**config.mk**
```make
export PLATFORM = sky130hd
export DESIGN_NAME = fifo_with_move_to_front
export DESIGN_NICKNAME = d
export VERILOG_FILES = /design/src/hdl/mtfq_pkg.sv /design/src/hdl/mtfq_ram.sv /design/src/hdl/fifo_with_move_to_front.sv
export SDC_FILE = /design/constraint.sdc
export NUM_CORES = 1
export LEC_CHECK = 0
export ABC_AREA = 1
export ABC_CLOCK_PERIOD_IN_PS = 6100
export BUFFER_PORTS_ARGS = -buffer_cell sky130_fd_sc_hd__buf_2
export CAP_MARGIN = 20
export CORE_ASPECT_RATIO = 0.6
export CORE_MARGIN = 2
export CORE_UTILIZATION = 35
export CTS_BUF_LIST = sky130_fd_sc_hd__clkbuf_4
export DETAILED_ROUTE_END_ITERATION = 10
export HOLD_SLACK_MARGIN = 0.08
export SYNTH_ARGS = -nofsm -noshare
export SYNTH_HDL_FRONTEND = slang
export SYNTH_SLANG_ARGS = --single-unit
```
**constraint.sdc**
```tcl
create_clock -name clk -period 6.1 [get_ports clk]
set_input_delay 1.22 -clock clk [delete_from_list [all_inputs] [get_ports clk]]
set_output_delay 1.22 -clock clk [all_outputs]
set_load 0.02 [all_outputs]
```
**src/hdl/mtfq_pkg.sv**
```systemverilog
// ----------------------------------------------------------------------------
// mtfq_pkg
// Shared types and defaults for the move-to-front queue: request codes,
// status codes, controller states and default sizes.
// ----------------------------------------------------------------------------
package mtfq_pkg;

	localparam int unsigned QUEUE_DEPTH_DEF = 16;
	localparam int unsigned VALUE_WIDTH_DEF = 32;

	typedef enum logic [1:0] {
		MODE_ENQ     = 2'd0,
		MODE_DEQ     = 2'd1,
		MODE_PROMOTE = 2'd2,
		MODE_NOP     = 2'd3
	} mode_t;

	typedef enum logic [1:0] {
		STATUS_DONE      = 2'd0,
		STATUS_EMPTY     = 2'd1,
		STATUS_NOT_FOUND = 2'd2,
		STATUS_FULL      = 2'd3
	} status_t;

	typedef enum logic [2:0] {
		ST_IDLE,
		ST_ENQ,
		ST_DEQ,
		ST_WALK,
		ST_FIX,
		ST_RESP
	} state_t;

endpackage

```
**src/hdl/mtfq_ram.sv**
```systemverilog
// ----------------------------------------------------------------------------
// mtfq_ram
// Generic simple dual-port RAM: one write port, one read port, read data
// registered.
// ----------------------------------------------------------------------------
module mtfq_ram #(
	parameter int unsigned WIDTH = 32,
	parameter int unsigned DEPTH = 16
) (
	input  logic                     clk,
	input  logic                     we,
	input  logic [$clog2(DEPTH)-1:0] waddr,
	input  logic [WIDTH-1:0]         wdata,
	input  logic [$clog2(DEPTH)-1:0] raddr,
	output logic [WIDTH-1:0]         rdata
);

	logic [WIDTH-1:0] mem [DEPTH];

	always_ff @(posedge clk) begin
		if (we) begin
			mem[waddr] <= wdata;
		end
		rdata <= mem[raddr];
	end

endmodule

```
**src/hdl/fifo_with_move_to_front.sv**
```systemverilog
// ----------------------------------------------------------------------------
// fifo_with_move_to_front
// Bounded FIFO held as a linked list in RAM, with dequeue and move-to-front.
// ----------------------------------------------------------------------------
// Usage:
//  - Request channel (req_valid/req_ready) carries one word, mode and
//    item_value: enqueue appends, dequeue pops the head, promote moves the
//    first entry equal to item_value to the front, the fourth code is a no-op.
//  - Response channel (rsp_valid/rsp_ready) returns exactly one word per
//    request: out_value (popped value, else zero), status and entries_held.
//  - One request is in work at a time. Requests answered at once (full,
//    empty, no-op, enqueue to a never-used slot) go straight to ST_RESP;
//    dequeue and enqueue into a recycled slot pass through ST_DEQ or ST_ENQ,
//    and a promote walks the list from the head in ST_WALK, then uses ST_FIX
//    to relink a match found behind the head. req_ready returns in the same
//    cycle as rsp_valid rises.
//  - Values and links live in two RAMs with registered reads; freed slots are
//    chained through the link RAM, and slots never yet used are handed out by
//    a high-water counter, so no clearing pass is needed after reset.
//  - Reset (arst_n low) empties the queue at once; RAM contents are left as
//    they are and are never read before being written.
//  - A response word waiting on a stalled receiver sits in the output
//    register; the next request is still taken and worked, and its response
//    is held back until the output register frees.
// ----------------------------------------------------------------------------
module fifo_with_move_to_front #(
	parameter int unsigned QUEUE_DEPTH = mtfq_pkg::QUEUE_DEPTH_DEF,
	parameter int unsigned VALUE_WIDTH = mtfq_pkg::VALUE_WIDTH_DEF
) (
	input  logic                               clk,
	input  logic                               arst_n,
	input  logic                               req_valid,
	output logic                               req_ready,
	input  mtfq_pkg::mode_t                    mode,
	input  logic [VALUE_WIDTH-1:0]             item_value,
	output logic                               rsp_valid,
	input  logic                               rsp_ready,
	output logic [VALUE_WIDTH-1:0]             out_value,
	output mtfq_pkg::status_t                  status,
	output logic [$clog2(QUEUE_DEPTH+1)-1:0]   entries_held
);

	import mtfq_pkg::*;

	localparam int unsigned AW = $clog2(QUEUE_DEPTH);
	localparam int unsigned CW = $clog2(QUEUE_DEPTH + 1);
	localparam logic [CW-1:0] FULL_COUNT = CW'(QUEUE_DEPTH);

	// Controller and list registers
	state_t          state_q, state_d;
	logic [AW-1:0]   head_q, head_d;
	logic [AW-1:0]   tail_q, tail_d;
	logic [AW-1:0]   free_q, free_d;     // head of the recycled-slot chain
	logic [CW-1:0]   hwm_q, hwm_d;       // slots at or above this never used
	logic [CW-1:0]   count_q, count_d;
	logic            rsp_valid_q, rsp_valid_d;

	// Per-request working registers
	logic [AW-1:0]          cur_q, cur_d;
	logic [AW-1:0]          prev_q, prev_d;
	logic [AW-1:0]          idx_q, idx_d;
	logic [VALUE_WIDTH-1:0] val_q, val_d;
	logic [VALUE_WIDTH-1:0] res_value_q, res_value_d;
	status_t                res_status_q, res_status_d;
	logic [VALUE_WIDTH-1:0] out_value_q, out_value_d;
	status_t                out_status_q, out_status_d;
	logic [CW-1:0]          out_count_q, out_count_d;

	// RAM ports
	logic                   val_we;
	logic [AW-1:0]          val_waddr;
	logic [VALUE_WIDTH-1:0] val_wdata;
	logic [VALUE_WIDTH-1:0] val_rdata;
	logic                   lnk_we;
	logic [AW-1:0]          lnk_waddr;
	logic [AW-1:0]          lnk_wdata;
	logic [AW-1:0]          lnk_rdata;
	logic [AW-1:0]          rd_addr;

	logic accept;
	logic out_free;
	logic walk_last;

	mtfq_ram #(.WIDTH(VALUE_WIDTH), .DEPTH(QUEUE_DEPTH)) u_value_ram (
		.clk   (clk),
		.we    (val_we),
		.waddr (val_waddr),
		.wdata (val_wdata),
		.raddr (rd_addr),
		.rdata (val_rdata)
	);

	mtfq_ram #(.WIDTH(AW), .DEPTH(QUEUE_DEPTH)) u_link_ram (
		.clk   (clk),
		.we    (lnk_we),
		.waddr (lnk_waddr),
		.wdata (lnk_wdata),
		.raddr (rd_addr),
		.rdata (lnk_rdata)
	);

	assign req_ready    = (state_q == ST_IDLE);
	assign accept       = req_valid && req_ready;
	assign out_free     = !rsp_valid_q || rsp_ready;
	assign walk_last    = (CW'(idx_q) == count_q - CW'(1));

	assign rsp_valid    = rsp_valid_q;
	assign out_value    = out_value_q;
	assign status       = out_status_q;
	assign entries_held = out_count_q;

	// Next state, RAM control and register updates
	always_comb begin
		state_d      = state_q;
		head_d       = head_q;
		tail_d       = tail_q;
		free_d       = free_q;
		hwm_d        = hwm_q;
		count_d      = count_q;
		rsp_valid_d  = rsp_valid_q;
		cur_d        = cur_q;
		prev_d       = prev_q;
		idx_d        = idx_q;
		val_d        = val_q;
		res_value_d  = res_value_q;
		res_status_d = res_status_q;
		out_value_d  = out_value_q;
		out_status_d = out_status_q;
		out_count_d  = out_count_q;

		val_we    = 1'b0;
		val_waddr = hwm_q[AW-1:0];
		val_wdata = item_value;
		lnk_we    = 1'b0;
		lnk_waddr = tail_q;
		lnk_wdata = hwm_q[AW-1:0];
		rd_addr   = (mode == MODE_ENQ) ? free_q : head_q;

		// drop the response word once taken
		if (rsp_valid_q && rsp_ready) begin
			rsp_valid_d = 1'b0;
		end

		case (state_q)
			ST_IDLE: begin
				if (accept) begin
					val_d        = item_value;
					res_value_d  = '0;
					res_status_d = STATUS_DONE;
					state_d      = ST_RESP;
					case (mode)
						MODE_ENQ: begin
							if (count_q == FULL_COUNT) begin
								res_status_d = STATUS_FULL;
							end else if (hwm_q < FULL_COUNT) begin
								// take a never-used slot straight away
								val_we  = 1'b1;
								lnk_we  = (count_q != '0);
								if (count_q == '0) begin
									head_d = hwm_q[AW-1:0];
								end
								tail_d  = hwm_q[AW-1:0];
								count_d = count_q + CW'(1);
								hwm_d   = hwm_q + CW'(1);
							end else begin
								// pop the recycled chain: its link is being read
								cur_d   = free_q;
								state_d = ST_ENQ;
							end
						end
						MODE_DEQ: begin
							if (count_q == '0) begin
								res_status_d = STATUS_EMPTY;
							end else begin
								state_d = ST_DEQ;
							end
						end
						MODE_PROMOTE: begin
							if (count_q == '0) begin
								res_status_d = STATUS_NOT_FOUND;
							end else begin
								cur_d   = head_q;
								prev_d  = head_q;
								idx_d   = '0;
								state_d = ST_WALK;
							end
						end
						default: begin
						end
					endcase
				end
			end

			ST_ENQ: begin
				free_d    = lnk_rdata;
				val_we    = 1'b1;
				val_waddr = cur_q;
				val_wdata = val_q;
				lnk_we    = (count_q != '0);
				lnk_wdata = cur_q;
				if (count_q == '0) begin
					head_d = cur_q;
				end
				tail_d  = cur_q;
				count_d = count_q + CW'(1);
				state_d = ST_RESP;
			end

			ST_DEQ: begin
				// return the head and push its slot onto the recycled chain
				res_value_d = val_rdata;
				head_d      = lnk_rdata;
				lnk_we      = 1'b1;
				lnk_waddr   = head_q;
				lnk_wdata   = free_q;
				free_d      = head_q;
				count_d     = count_q - CW'(1);
				state_d     = ST_RESP;
			end

			ST_WALK: begin
				rd_addr = lnk_rdata;
				if (val_rdata == val_q) begin
					if (idx_q == '0) begin
						state_d = ST_RESP;
					end else begin
						// unlink the match from behind its predecessor
						lnk_we    = 1'b1;
						lnk_waddr = prev_q;
						lnk_wdata = lnk_rdata;
						if (walk_last) begin
							tail_d = prev_q;
						end
						state_d = ST_FIX;
					end
				end else if (walk_last) begin
					res_status_d = STATUS_NOT_FOUND;
					state_d      = ST_RESP;
				end else begin
					// advance to the next entry
					prev_d = cur_q;
					cur_d  = lnk_rdata;
					idx_d  = idx_q + AW'(1);
				end
			end

			ST_FIX: begin
				lnk_we    = 1'b1;
				lnk_waddr = cur_q;
				lnk_wdata = head_q;
				head_d    = cur_q;
				state_d   = ST_RESP;
			end

			ST_RESP: begin
				if (out_free) begin
					rsp_valid_d  = 1'b1;
					out_value_d  = res_value_q;
					out_status_d = res_status_q;
					out_count_d  = count_q;
					state_d      = ST_IDLE;
				end
			end

			default: begin
				state_d = ST_IDLE;
			end
		endcase
	end

	always_ff @(posedge clk or negedge arst_n) begin
		if (!arst_n) begin
			state_q     <= ST_IDLE;
			head_q      <= '0;
			tail_q      <= '0;
			free_q      <= '0;
			hwm_q       <= '0;
			count_q     <= '0;
			rsp_valid_q <= 1'b0;
		end else begin
			state_q     <= state_d;
			head_q      <= head_d;
			tail_q      <= tail_d;
			free_q      <= free_d;
			hwm_q       <= hwm_d;
			count_q     <= count_d;
			rsp_valid_q <= rsp_valid_d;
		end
	end

	// Payload: no reset needed
	always_ff @(posedge clk) begin
		cur_q        <= cur_d;
		prev_q       <= prev_d;
		idx_q        <= idx_d;
		val_q        <= val_d;
		res_value_q  <= res_value_d;
		res_status_q <= res_status_d;
		out_value_q  <= out_value_d;
		out_status_q <= out_status_d;
		out_count_q  <= out_count_d;
	end

	// Occupancy never exceeds the queue size
	a_count_bound: assert property (@(posedge clk) disable iff (!arst_n)
		count_q <= FULL_COUNT)
		else $error("entry count above queue depth");

	// Every held entry came from a slot below the high-water mark
	a_hwm_cover: assert property (@(posedge clk) disable iff (!arst_n)
		hwm_q >= count_q)
		else $error("high-water mark below entry count");

	// The walk only visits positions inside the list
	a_walk_range: assert property (@(posedge clk) disable iff (!arst_n)
		(state_q == ST_WALK) |-> (CW'(idx_q) < count_q))
		else $error("list walk beyond last entry");

	// A response word appears only from the response state
	a_rsp_source: assert property (@(posedge clk) disable iff (!arst_n)
		(rsp_valid && !$past(rsp_valid_q && !rsp_ready)) |-> $past(state_q == ST_RESP))
		else $error("response raised outside the response state");

endmodule

```
# Word level (Yosys, flattened, before mapping)
# Memory sizes are Yosys's and may differ from the RTL's. A register that Yosys moved wholly into a read port is not among the register bits.
# Index checks and enable logic that the tools add are counted.
# W data, S select, Z words.
# totals
register_bits	143
latch_bits	0
ramBits	576
romBits	0
in_bits	38
output_inout_bits	41
wordCells	169
mem_count	2
# classes
add_sub_neg	4
mul	0
div_mod_pow	0
magnitude_cmp	1
n_eq_ne	27
shifts	0
n_mux	90
bitwise_logic	1
reduce_logical	28
# mem_list
memory	words	width	rd	rd_clocked_by_memory_dff	wr	line_no	text
u_value_ram.mem	16	32	1	1	1	mtfq_ram.sv:18	logic [WIDTH-1:0] mem [DEPTH];
u_link_ram.mem	16	4	1	1	1	mtfq_ram.sv:18	
# ops
cell	count
$mux W4	35
$mux W32	2
$pmux W32 S2	1
$pmux W4 S2	5
$eq A32 B32 Y1	1
$pmux W4 S4	2
$mux W3	8
$pmux W4 S3	2
$mux W5	4
$mux W1	19
$ne A2 B2 Y1 const B	8
$pmux W5 S3	1
$pmux W3 S4	1
$reduce_and A6 Y1	2
$add A5 B1 Y5 const B	2
$mux W2	5
$ne A2 B1 Y1 const B	5
$reduce_and A5 Y1	2
$ne A3 B3 Y1 const B	3
$pmux W3 S3	1
$reduce_and A8 Y1	1
$reduce_and A7 Y1	1
$eq A3 B2 Y1 const B	2
$eq A3 B3 Y1 const B	2
30 further kinds	36

# Depth between registers and ports, before layout
# depth
word_depth	8
mapped_depth	15
mapped_depth_nobuf	15

# Cells and area by module
# Synthesis repeated with hierarchy kept, for this count alone.
# hier_totals
cells_unflattened	3149
area_unflattened_um2	32776.4
# by_module_without_submodules
mod	instances	cells_per_inst	area_each_um2
mtfq_ram at u_value_ram	1	2120	22730.6
fifo_with_move_to_front	1	739	7079.3
mtfq_ram at u_link_ram	1	290	2966.6

# Worst setup path before layout
# No wires, ideal clock.
# synth_timing
path_type	input port to flip-flop
start	input port req_valid
end	memory u_value_ram.mem[10][0] (enable)
arrival_time_ps	4268
setup_slack_ps	1411
stages	8
path_cell_list	inv_1 nor2_2 nand2_1 nor2_2 inv_1 nand2_1 nand3_1 nor2_1
# synth_via
elab_chain_len	5
# synth_rtl
item	line_no	text
from (decl)	fifo_with_move_to_front.sv:32	input logic req_valid,
$logic_and A1 B1 Y1	fifo_with_move_to_front.sv:103	assign accept = req_valid && req_ready;
$mux W1	fifo_with_move_to_front.sv:146	if (accept) begin
$pmux W1 S2	fifo_with_move_to_front.sv:144	case (state_q)
$mux W1	mtfq_ram.sv:21	if (we) begin
$mux W1 (implied by the code)	mtfq_ram.sv:22	mem[waddr] <= wdata;
to (decl)	mtfq_ram.sv:18	
# No other way between the ends.

# Final worst setup path
# layout_timing
start	register state_q[2]
end	register u_value_ram.rdata[2] (read register of u_value_ram.mem)
# layout_via
elab_chain_len	2
# layout_rtl
item	line_no	text
from (decl)	fifo_with_move_to_front.sv:50	state_t state_q, state_d;
from (signal assigned)	fifo_with_move_to_front.sv:281	state_q <= state_d;
$eq A3 B2 Y1	fifo_with_move_to_front.sv:144	
$mux W4	fifo_with_move_to_front.sv:144	
to (decl)	mtfq_ram.sv:15	output logic [WIDTH-1:0] rdata
# No other way between the ends.
# A chain may end at the register's enable or synchronous reset.

==> run metrics <==
mux contribution to synthesized area=0.0647%; type of the worst setup path=register to register; fin crit share=between 60% and 70%; hold_buf cts=0; Hold Slack=0.227 ns; most frequent cells after synthesis=edfxtp_1 (693), nand2_1 (410), o21ai_0 (262), inv_1 (247), o211ai_1 (187); DRT antenna net count=0; Max clock buf depth=3; total CTS buffers=180; Synthesized Nets=~2600; clk root buf=clkbuf_4; Mapped Cells=between 2000 and 3000; largest family of logic cells by synthesized area=compound AO/OA/AOI/OAI gates; initial antenna violation count=4; register area share after synthesis=71.7%; wl on met1=39600 um; io pins=just under 80; I/O Buffers=78; CP max-delay cell=nand2_8; Util after Layout=40.4%; Via Count=21200; Die Height=234 um; largest net degree at the start of global routing=158; top-count cell post-synth=edfxtp_1; setup TNS=0 ns; synth top area cells=edfxtp_1 (67%), nand2_1 (5.0%), o211ai_1 (4.5%); Worst Hold Class=input port to asynchronous set/reset pin; Synth cell types=43; relative slew slack=between 20% and 30%; Critical Path Fanout Max=between 150 and 200; pwr dens=552 nW/um2; Setup-failing EPs final=0; first-pass GRT wire length=133000 um; Final Power=roughly 20 mW; drt pass-1 iters=6; # nets final=2722; CTS tree=yes; postcts setup bufs=0; EDFF count, synth=693; async set-or-reset flop fraction in the synthesized netlist=3.44%; Max H-tree Level=4; Required @ worst endpoint=7.05 ns; FF-to-FF setup slack=2.14 ns; Synth Area per Inst=12.3 um2; final setup margin=2.14 ns; layout cells sized above 1=17.0%; met2 wire length=between 30000 and 40000 um; clk slew on worst S/H paths=around 0.070 ns; Critical Path, Cell by Cell=nor2_4 -> nand2_4 -> inv_2 -> nand2_4 -> nand2_8 -> buf_12 -> o21ai_0 -> o21ai_0 -> o211ai_1 -> nand2_1; Post-Synth Adder-Cell Area=0.243%; pre-CTS WS=1.48 ns; die area=90900 um2; post-synthesis compound-gate area fraction=13.8%; cell row count=84; DR top layer=met5; Final Skew=roughly 0.083 ns; crit path time final=3.96 ns; Critical Path End Type=register; fill count=8295; # DRC=0; Synth Register Bits=between 700 and 800; max incr delay on CP=0.84 ns; Area Overhead vs Synth=14.4%; Tot GR Track Use=19.8%; Via-to-Cell Ratio=5.33; post-synthesis xor/xnor area fraction=less than 1%; Worst-Margin Slew=1.11 ns; max-slew violations=0; Fmax=approximately 0.25 GHz; Final HPWL DP=56500 um; CP arrival=slightly below 5 ns; outcome=completed; Die Span X=388 um; Clock Latency Late Sink=1.06 ns; Post-synth top flop=edfxtp_1; Cell Area, Synth=30900 um2; post-DR wirelength/cell=roughly 23 um; leading area contributor after synthesis=edfxtp_1; RSZ-0062 raised after global routing=no; Initial Util=35.3%; Post-Synth Simple-Gate Area=8.05%; Final Hold Viols=0; gr ovfl total=0; maximum capacitance violations=0; Pleak=about 13 nW; Max IR drop VDD=0.398 mV; final WL=90700 um; Ys Warns=0; critical path startpoint category=register; core region area=87500 um2; gpl congestion=0.858; DR iter-0 viols=between 2000 and 3000; vias in the first global route=20300; clock sink count=755; met3 WL=10700 um; number of instances resized during post-cts repair=0; top-area cell type share of the netlist area=between 60% and 70%
## report_power, final
part / leakage (nW) / switching (mW) / internal, mW
Sequential: 6.90 / 0.417 / 7.30
Clock: 1.41 / 2.05 / 2.23
Combinational: 4.59 / 5.70 / 1.82
Total: 12.9 / 8.17 / 11.4
## flip-flops by register name (all words and copies together) (netlist names)
signal and flops:
prev_q 4, rsp_valid 1, out_value 32, u_value_ram.rdata 32
head_q 4, res_status_q 2, count_q 5, idx_q 4
res_value_q 32, u_value_ram.mem 512, hwm_q 5, free_q 4
u_link_ram.rdata 4, cur_q 4, u_link_ram.mem 64, val_q 32
tail_q 4, status 2, entries_held 5, state_q 3
## final cells by class
type	count	area (um2)	area share, %
diodes	5	12.5	0.0354
clock buffers	278	2090	5.90
clock inverters	38	274	0.774
inverters	255	960	2.71
multi-input cells	1355	7350	20.8
flip-flops and latches	755	22200	62.7
well taps	1161	1450	4.10
repair buffers	131	1070	3.03
## final timing paths
kind                                              to  cells after the start       startpoint
max in group asynchronous                  head_q[1]                      1           arst_n
worst max register to register  u_value_ram.rdata[2]                     10       state_q[2]
worst min-delay path                       tail_q[0]                      1           arst_n
worst max-delay path            u_value_ram.rdata[2]                     10       state_q[2]
worst min register to register         out_value[10]                      0  res_value_q[10]
min in group clk                           val_q[19]                      1   item_value[19]
## critical path: cells and delay by family (launching register included)
kind | cells | cell delay, ns
buffers and inverters | 2 | 0.69
DFF | 1 | 0.46
AOI/OAI and AO/OA | 3 | 0.79
and+or+nand+nor | 5 | 1.86
## cell usage in the layout (no fill, tap or decap), types with 36 or more instances in the layout
| master | Yosys | final |
|---|---|---|
| buf_2 | 44 | 78 |
| a21oi_1 | 155 | 155 |
| nor2_1 | 113 | 96 |
| o21ai_0 | 262 | 251 |
| o221ai_1 | 59 | 59 |
| nand3_1 | 76 | 76 |
| edfxtp_1 | 693 | 693 |
| o211ai_1 | 187 | 187 |
| inv_1 | 247 | 247 |
| clkbuf_4 | 0 | 278 |
| nand2_1 | 410 | 410 |
| dfxtp_1 | 36 | 36 |
## per-layer routing
layer / global-route usage (%) / up-vias
met2: 27.6 / 1146
met5: 1.45 / -
met1: 28.0 / 10400
met3: 6.72 / 159
met4: 7.84 / 4
li1: - / 9544
## cells by family (layout without fill, tap and decap cells)
| kind of cell | count (synthesis) | after routing |
|---|---|---|
| AO/OA/AOI/OAI | 694 | 694 |
| flip-flops | 755 | 755 |
| other | 0 | 5 |
| AND/OR/NAND/NOR | 621 | 621 |
| multiplexers | 2 | 2 |
| XOR/XNOR | 32 | 32 |
| buffers and inverters | 405 | 702 |
| adder cells (fa/ha/maj) | 6 | 6 |
## stage by stage
stage / cells / cell area [um2]
after floorplan: 2515 / 30900
after global placement: 3643 / 32700
after detailed placement: 3653 / 32900
after CTS: 3969 / 35300
after global routing: 3978 / 35400
final: 3978 / 35400
(Power assumes the default switching activity.)
